## config.mk

```make
export PLATFORM = sky130hd
export DESIGN_NAME = pidm_apb_regs
export DESIGN_NICKNAME = d
export VERILOG_FILES = /design/src/hdl/pidm_pkg.sv /design/src/hdl/pidm_apb_regs.sv
export SDC_FILE = /design/constraint.sdc
export NUM_CORES = 1
export LEC_CHECK = 0
export ABC_AREA = 1
export BUFFER_PORTS_ARGS = -buffer_cell sky130_fd_sc_hd__buf_2
export CAP_MARGIN = 20
export CORE_ASPECT_RATIO = 1.2
export CORE_UTILIZATION = 46
export DETAILED_ROUTE_END_ITERATION = 6
export GPL_TIMING_DRIVEN = 0
export MAX_ROUTING_LAYER = met4
export PLACE_DENSITY = 0.74
export SYNTH_ARGS = -nofsm -noshare
export SYNTH_HDL_FRONTEND = slang
export SYNTH_SLANG_ARGS = --single-unit
```

## constraint.sdc

```tcl
create_clock -name clk -period 1.7 [get_ports clk]
set_clock_uncertainty 0.15 [all_clocks]
set_input_delay 0.425 -clock clk [delete_from_list [all_inputs] [get_ports clk]]
set_output_delay 0.425 -clock clk [all_outputs]
set_load 0.005 [all_outputs]
```

## src/hdl/pidm_pkg.sv

```systemverilog
// ----------------------------------------------------------------------------
// pidm_pkg
// Shared types and constants of the position PID motor drive.
// ----------------------------------------------------------------------------
package pidm_pkg;

	localparam int VEL_W  = 20;
	localparam int GAIN_W = 32;
	localparam int INT_W  = 40;
	localparam int DUTY_W = 16;
	localparam int MAG_W  = 15;
	localparam int PROD_W = 72;	// gain times integrator, full width
	localparam int CLIP_W = 63;	// product after clamp to +-2^61
	localparam int SUM_W  = 64;
	localparam int ILO_W  = 20;	// low slice of the integrator per partial product
	localparam int ADDR_W = 5;
	localparam int DATA_W = 32;

	localparam logic [1:0] MODE_TICK  = 2'd0;
	localparam logic [1:0] MODE_START = 2'd1;
	localparam logic [1:0] MODE_STOP  = 2'd2;

	localparam logic signed [PROD_W-1:0] PROD_LIM = 72'sh0_2000_0000_0000_0000;
	localparam logic signed [DUTY_W-1:0] DUTY_MAX = 16'sd32767;

	typedef enum logic [2:0] {
		REG_TARGET_ANGLE    = 3'd0,
		REG_TARGET_VELOCITY = 3'd1,
		REG_GAIN_P          = 3'd2,
		REG_GAIN_D          = 3'd3,
		REG_GAIN_I          = 3'd4
	} reg_idx_t;

	typedef struct packed {
		logic signed [DATA_W-1:0] target_angle;	// sign-extended from count width
		logic signed [VEL_W-1:0]  target_velocity;
		logic signed [GAIN_W-1:0] gain_p;
		logic signed [GAIN_W-1:0] gain_d;
		logic signed [GAIN_W-1:0] gain_i;
	} cfg_t;

endpackage

```

## src/hdl/pidm_apb_regs.sv

```systemverilog
// ----------------------------------------------------------------------------
// pidm_apb_regs
// APB register file: targets and loop gains.
// ----------------------------------------------------------------------------
module pidm_apb_regs import pidm_pkg::*; #(
	parameter int COUNT_WIDTH = 24
) (
	input  logic              clk,
	input  logic              arst_n,
	input  logic              psel,
	input  logic              penable,
	input  logic              pwrite,
	input  logic [ADDR_W-1:0] paddr,
	input  logic [DATA_W-1:0] pwdata,
	output logic [DATA_W-1:0] prdata,
	output cfg_t              cfg
);

	cfg_t     cfg_q;
	reg_idx_t idx;
	logic     wr_en;

	assign idx   = reg_idx_t'(paddr[ADDR_W-1:2]);
	assign wr_en = psel & penable & pwrite;
	assign cfg   = cfg_q;

	always_ff @(posedge clk or negedge arst_n) begin
		if (!arst_n) begin
			cfg_q <= '0;
		end else if (wr_en) begin
			case (idx)
				REG_TARGET_ANGLE: begin
					cfg_q.target_angle <= DATA_W'($signed(pwdata[COUNT_WIDTH-1:0]));
				end
				REG_TARGET_VELOCITY: begin
					cfg_q.target_velocity <= pwdata[VEL_W-1:0];
				end
				REG_GAIN_P: cfg_q.gain_p <= pwdata;
				REG_GAIN_D: cfg_q.gain_d <= pwdata;
				REG_GAIN_I: cfg_q.gain_i <= pwdata;
				default: ;
			endcase
		end
	end

	always_comb begin
		case (idx)
			REG_TARGET_ANGLE:    prdata = cfg_q.target_angle;
			REG_TARGET_VELOCITY: prdata = DATA_W'(cfg_q.target_velocity);
			REG_GAIN_P:          prdata = cfg_q.gain_p;
			REG_GAIN_D:          prdata = cfg_q.gain_d;
			REG_GAIN_I:          prdata = cfg_q.gain_i;
			default:             prdata = '0;
		endcase
	end

endmodule

```

# Yosys cells after proc, flatten, opt, wreduce, memory -nomap -nowiden
# Index checks and enable logic that the tools add are counted.
[classes]
eq_ne = 4
muxes = 1
n_bitwise = 2
reduce_logical = 6
[ops]
columns = ["cell", "count"]
rows = [
  ["one-hot mux 32 bit (5 select lines)", 1],
  ["AND reduction 2 bit", 5],
  ["equality test 3 x 2 -> 1 bit (second input constant)", 2],
  ["equality test 3 x 1 -> 1 bit (second input constant)", 1],
  ["equality test 3 bit (second input constant)", 1],
  ["zero test 3 bit", 1],
  ["bitwise AND 1 bit", 2],
]
[word_totals]
register_bits = 140
input_bits = 42
out_inout_bits = 180

# Longest topological paths before layout
# Gate-level depths: netlist of run 1.
[depth]
word_depth = 3
ltp_mapped = 9
mapped_depth_nobuf = 7

# Worst setup path before layout of run 1
# Ideal clock, no wire load.
[synth_path]
kind = "input to output"
start = "in paddr[4]"
end = "out prdata[0]"
arrival_time_ns = 1.282
setup_slack_ns = -0.157
path_stages = 8
cell_sequence = "buf_2 inv_4 nand2_1 nor2_2 buf_4 buf_4 nand2_1 nand2_1"
[synth_between]
elab_chain_len = 2
elab_cells_between_ends = 6
classes_between = "4 x eq/ne; 1 x mux; 1 x reduce/logical"
[synth_rtl]
columns = ["item", "line_no", "text"]
rows = [
  ["start, declared", "pidm_apb_regs.sv:13", "input logic [ADDR_W-1:0] paddr,"],
  ["equality test 3 bit (tied with other cells)", "pidm_apb_regs.sv:47", "case (idx)"],
  ["one-hot mux 32 bit (5 select lines) *", "pidm_apb_regs.sv:47", ""],
  ["end, declared", "pidm_apb_regs.sv:15", "output logic [DATA_W-1:0] prdata,"],
]
# Mark *: on every way between the ends. The rest lies on a longest branch, timed or not.

# Worst setup path in the final report of run 1
[layout_path]
start = "in paddr[2]"
end = "out prdata[19]"
# The elaborated chain is that of the path after synthesis.

==> results of run 1 <==
[timing repair]
item                                   CTS  global route
buffers inserted                         6             4
hold buffers                             1             0
setup endpoints to repair               41            41
resized for setup                       46            26
gates cloned                             1             1
pin swaps                                1             3
endpoints found under the hold margin   51             0
[cell families (layout without fill, tap and decap cells)]
family                 count (synthesis)  after routing  share of synthesized area
AOI/OAI and AO/OA                    111            111                     0.0798
buffers and inverters                104            365                     0.0741
and+or+nand+nor                      567            567                      0.343
DFF                                  140            140                      0.504
[cell usage after synthesis]
master | count | area share
nand2_4 | 1 | 0.0016
o21ai_0 | 111 | 0.080
nand3_1 | 112 | 0.081
clkbuf_1 | 25 | 0.013
buf_4 | 19 | 0.021
nand4_1 | 29 | 0.026
nand3_2 | 2 | 0.0029
dfrtp_1 | 140 | 0.50
nand2_1 | 380 | 0.20
inv_2 | 1 | 0.00054
inv_1 | 24 | 0.013
buf_6 | 2 | 0.0032
nor2_2 | 3 | 0.0027
nor2_1 | 38 | 0.021
inv_4 | 1 | 0.00090
buf_2 | 29 | 0.021
buf_1 | 3 | 0.0016
nor2_4 | 2 | 0.0032
[power by group through the flow]
stage	Clock, W	Sequential (W)	Combinational, W
5_1_grt	0.00384	0.00454	0.00261
3_5_place_dp	0	0.00450	0.00221
4_1_cts	0.00371	0.00444	0.00229
2_1_floorplan	0	0.00449	0.000889
3_3_place_gp	0	0.00449	0.00214
6_report	0.00372	0.00447	0.00234
[cell type report]
type / count / area, um2 / area share
repair inverters: 1 / 7.51 / 0.000799
flip-flops and latches: 140 / 3500 / 0.373
clock buffers: 24 / 492 / 0.0523
clock inverters: 7 / 87.6 / 0.00932
plain buffers: 78 / 618 / 0.0658
inverters: 26 / 114 / 0.0121
multi-input cells: 678 / 3060 / 0.326
well taps: 200 / 250 / 0.0266
repair buffers: 229 / 1260 / 0.134
[per-layer routing]
| metal | track usage | vias up | part of all wire |
|---|---|---|---|
| met1 | 0.441 | 3621 | 0.38 |
| met4 | 0.214 | 0 | 0.049 |
| met3 | 0.0673 | 87 | 0.096 |
| met2 | 0.543 | 503 | 0.47 |
| li1 | - | 3497 | - |
| met5 | - | - | 0 |
[path summary, 6_finish.rpt]
kind	depth (start not counted)	end	startpoint	slack [ps]
max in group asynchronous	3	cfg[62]	arst_n	200
worst min-delay path	3	cfg[29]	pwdata[29]	100
min in group asynchronous	2	cfg[71]	arst_n	360
worst min register to register	2	cfg[69]	cfg[69]	340
worst max-delay path	9	prdata[19]	paddr[2]	-280
worst max register to register	3	cfg[115]	cfg[115]	710
[critical path: cells and delay by family]
kind                   cells  cell delay (ps)
and+or+nand+nor            5              410
buffers and inverters      4              560
[through the flow]
stage / hold slack (ps) / util
finish: 96.8 / 0.644
global placement: 323 / 0.575
global route: 108 / 0.644
floorplan: -20.6 / -
CTS: 85.5 / 0.632
detailed placement: 260 / 0.578
==> results.json, run 1 <==
{
  "vias": 7708,
  "final_cells": 1383,
  "seqPwrFrac": 0.424,
  "cpPeakStageDelay_ps": 170,
  "fp.dieW_um": 114,
  "grt.total_usage": 0.356,
  "cp.required_ps": 1120,
  "final_common_cell": "nand2_1",
  "portBuffers": 217,
  "h-tree-depth": 4,
  "largest_register_ffs": 140,
  "syn-instance-count": 922,
  "placed_cells": 1340,
  "dieHeight_um": 137,
  "grt_max_degree": 90,
  "fin_nets": 1213,
  "grt_first_pass_wirelength_um": 39600,
  "rsz0062_at_grt": "yes",
  "period_share": 1.17,
  "cts_buffer_depth": 2,
  "period_minus_slack_ps": 1980,
  "min_path_type": "in2reg",
  "total_power_w": 0.0105,
  "crit_chain": "buf_12 > nor2_4 > buf_12 > buf_12 > nand3_1 > nand2_1 > nor2_1 > nand2_1 > buf_2",
  "start_util": 0.477,
  "ys_types": 18,
  "drt-initial-drc-count": 745,
  "cellInternalPower_w": 0.00730,
  "synth_seq_area_share": 0.504,
  "p_switching_w": 0.00323,
  "worst-path-max-fanout": 10,
  "ant_nets": 0,
  "io_pins": 222,
  "globalplace.congestion": 0.874,
  "grt_pass1_vias": 7193,
  "antennaDiodeCount": 0,
  "pwr-share-comb": 0.223,
  "rows": 48,
  "powerDensity_nw_per_um2": 1120,
  "hold_viol": 0,
  "dr.pass1.iters": 5,
  "hpwlAfterDp_um": 18100,
  "worstSetupStartpointType": "input port",
  "area_growth_pct": 35.0,
  "drc": 0,
  "ir_worst_vdd_uv": 799,
  "syn_avg_cell_area_um2": 7.55,
  "setup_violations": 41,
  "p_leak_nw": 5.35,
  "synth_nets": 964,
  "slew_viol_final": 0,
  "dpl_cell_area_um2": 8430,
  "status": "finished with violations",
  "ys_ff_latch": 140,
  "max_slew.worst_pin.slew_ps": 644,
  "pre_cts_ws_ps": -446,
  "critPathMostFrequentCell": "buf_12",
  "routedWlPerCell_um": 19.1,
  "critPathCaptureType": "primary output",
  "violations": "setup timing",
  "synth_area_um2": 6960,
  "relSlewSlack": 0.571,
  "drive_gt1_frac": 0.296,
  "clkTransAtPathRegs_ps": 60,
  "cts_sinks": 140,
  "drv_cap": 0,
  "via_per_inst": 5.57,
  "n_fill_cell": 1309,
  "design_area_um2": 9400,
  "core_area_um2": 14600,
  "swShare": 0.307,
  "crit_slowest_cell": "buf_12",
  "path_class": "in2out",
  "fmax_ghz": 0.504,
  "timing.final.ws_setup_ps": -285,
  "arrival_ps": 1410,
  "gr-total-overflow": 0,
  "clock_latency_ps": 430,
  "numCtsBuffers": 17,
  "clkPwrFrac": 0.353,
  "tns_ps": -8480,
  "clockRootBuffer": "clkbuf_16",
  "yosysWarnings": 0,
  "die_area_um2": 15600,
  "tritoncts": "done",
  "wl_um": 26400,
  "antenna_found_initial": 0,
  "final_cell_mix": "nand2_1 (375), buf_2 (235), dfrtp_1 (139)"
}
Note: power is estimated with default switching activity, not from simulation.
==> run 2, diff against run 1 <==
- CORE_UTILIZATION: 46 -> 35
- PLACE_DENSITY: 0.74 -> 0.59
==> results.json, run 2 (same netlist as run 1, synthesis figures left out) <==
{
  "reg2reg_to": "cfg[139]",
  "n_fill_cell": 2024,
  "start_util": 0.357,
  "clockRootBuffer": "clkbuf_16",
  "powerDensity_nw_per_um2": 1130,
  "tritoncts": "done",
  "worstSetupStartpointType": "register",
  "antenna_found_initial": 1,
  "io_pins": 222,
  "gr-total-overflow": 0,
  "cts_buffer_depth": 2,
  "grt_first_pass_wirelength_um": 41900,
  "vias": 7498,
  "globalplace.congestion": 0.833,
  "h-tree-depth": 4,
  "fmax_ghz": 0.506,
  "final_common_cell": "nand2_1",
  "final_core_util": 0.497,
  "wl_um": 28700,
  "drc": 0,
  "portBuffers": 217,
  "worst-path-max-fanout": 5,
  "hpwlAfterDp_um": 19700,
  "period_minus_slack_ps": 1980,
  "slew_viol_final": 0,
  "setup_violations": 41,
  "drt-initial-drc-count": 626,
  "placed_cells": 1401,
  "r2r_slack_ps": 560,
  "ant_nets": 0,
  "die_area_um2": 20400,
  "rows": 56,
  "status": "finished with violations",
  "core_area_um2": 19500,
  "critPathCapture": "prdata[30]",
  "fin_nets": 1219,
  "dr.pass1.iters": 5,
  "clock_latency_ps": 440,
  "arrival_ps": 1400,
  "seq_area_um2": 3500,
  "cp.required_ps": 1120,
  "timing.final.ws_setup_ps": -278,
  "dieHeight_um": 156,
  "final_cell_mix": "nand2_1 (372), buf_2 (226), dfrtp_1 (139)",
  "drive_gt1_frac": 0.303,
  "area_growth_pct": 39.1,
  "grt_pass1_vias": 7079,
  "critPathCaptureType": "primary output",
  "drv_cap": 0,
  "via_per_inst": 5.16,
  "p_leak_nw": 5.43,
  "period_share": 1.16,
  "routedWlPerCell_um": 19.8,
  "grt_max_degree": 91,
  "ir_worst_vdd_uv": 743,
  "grt.total_usage": 0.293,
  "fp.dieW_um": 131,
  "r2r_start": "cfg[139]",
  "min_path_type": "in2reg",
  "relSlewSlack": 0.572,
  "multi_input_area_um2": 3050,
  "crit_start": "cfg[115]",
  "numCtsBuffers": 17,
  "hold_viol": 0,
  "r2r.worst_path.cells": 4,
  "cts_sinks": 140,
  "clkTransAtPathRegs_ps": 60,
  "path_class": "reg2out",
  "largest_register_ffs": 140,
  "violations": "setup timing",
  "final_cells": 1452,
  "max_slew.worst_pin.slew_ps": 642,
  "rsz0062_at_grt": "yes"
}
[run 2: final cells by class]
| class | instances | share of cell area |
|---|---|---|
| plain buffers | 78 | 0.0680 |
| clock inverters | 12 | 0.0175 |
| inverters | 26 | 0.0120 |
| diodes | 1 | 0.000259 |
| flip-flops and latches | 140 | 0.362 |
| well taps | 261 | 0.0337 |
| clock buffers | 20 | 0.0472 |
| multi-input cells | 678 | 0.315 |
| repair buffers | 235 | 0.143 |
| repair inverters | 1 | 0.000776 |
[run 2: critical path, cell delays in order (launching register included)]
cell        delay, ps
dfrtp_1           400
nand3_4           140
nand2_4           130
clkinvlp_4        120
nand2_1            70
buf_2             100
[run 2: worst min path at each step]
stage               startpoint       to  cells past startpoint
finish              pwdata[26]  cfg[58]                      3
global route        pwdata[24]  cfg[24]                      3
CTS                 pwdata[26]  cfg[58]                      3
detailed placement      arst_n  cfg[56]                      1
global placement       cfg[91]  cfg[91]                      2
floorplan               arst_n   cfg[0]                      0
[run 2: metal layers]
layer / part of all wire / vias up / GRT usage
li1: - / 3505 / -
met1: 0.41 / 3617 / 0.363
met2: 0.48 / 321 / 0.461
met3: 0.064 / 55 / 0.0475
met4: 0.040 / 0 / 0.149
met5: 0 / - / -
[run 2: where the power goes]
part           leakage (nW)  internal (W)  switching [W]  total [W]
clock network         0.306       0.00252        0.00151    0.00403
logic                  3.33       0.00111        0.00135    0.00246
registers              1.80       0.00397       0.000521    0.00449
[run 2: what timing repair did]
action	4_1_cts	5_1_grt
pin swaps	7	4
buffers inserted	7	6
gates cloned	2	2
endpoints found under the hold margin	50	0
gates resized for setup	65	29
hold buffers	1	0
endpoints found under the setup margin	41	41
[run 2: per-stage QoR]
stage               setup WS (ps)  TNS [ps]  hold slack [ps]  instance area [um2]  total power (W)
finish                       -278     -9140             89.4                 9680           0.0110
global route                 -360    -11540             92.4                 9680           0.0115
CTS                          -275     -9170             82.3                 9480           0.0109
detailed placement           -528    -29380              265                 8510          0.00676
global placement            -2120   -324090              326                 8470          0.00671
floorplan                   -17.8      -199            -20.6                 7060          0.00538
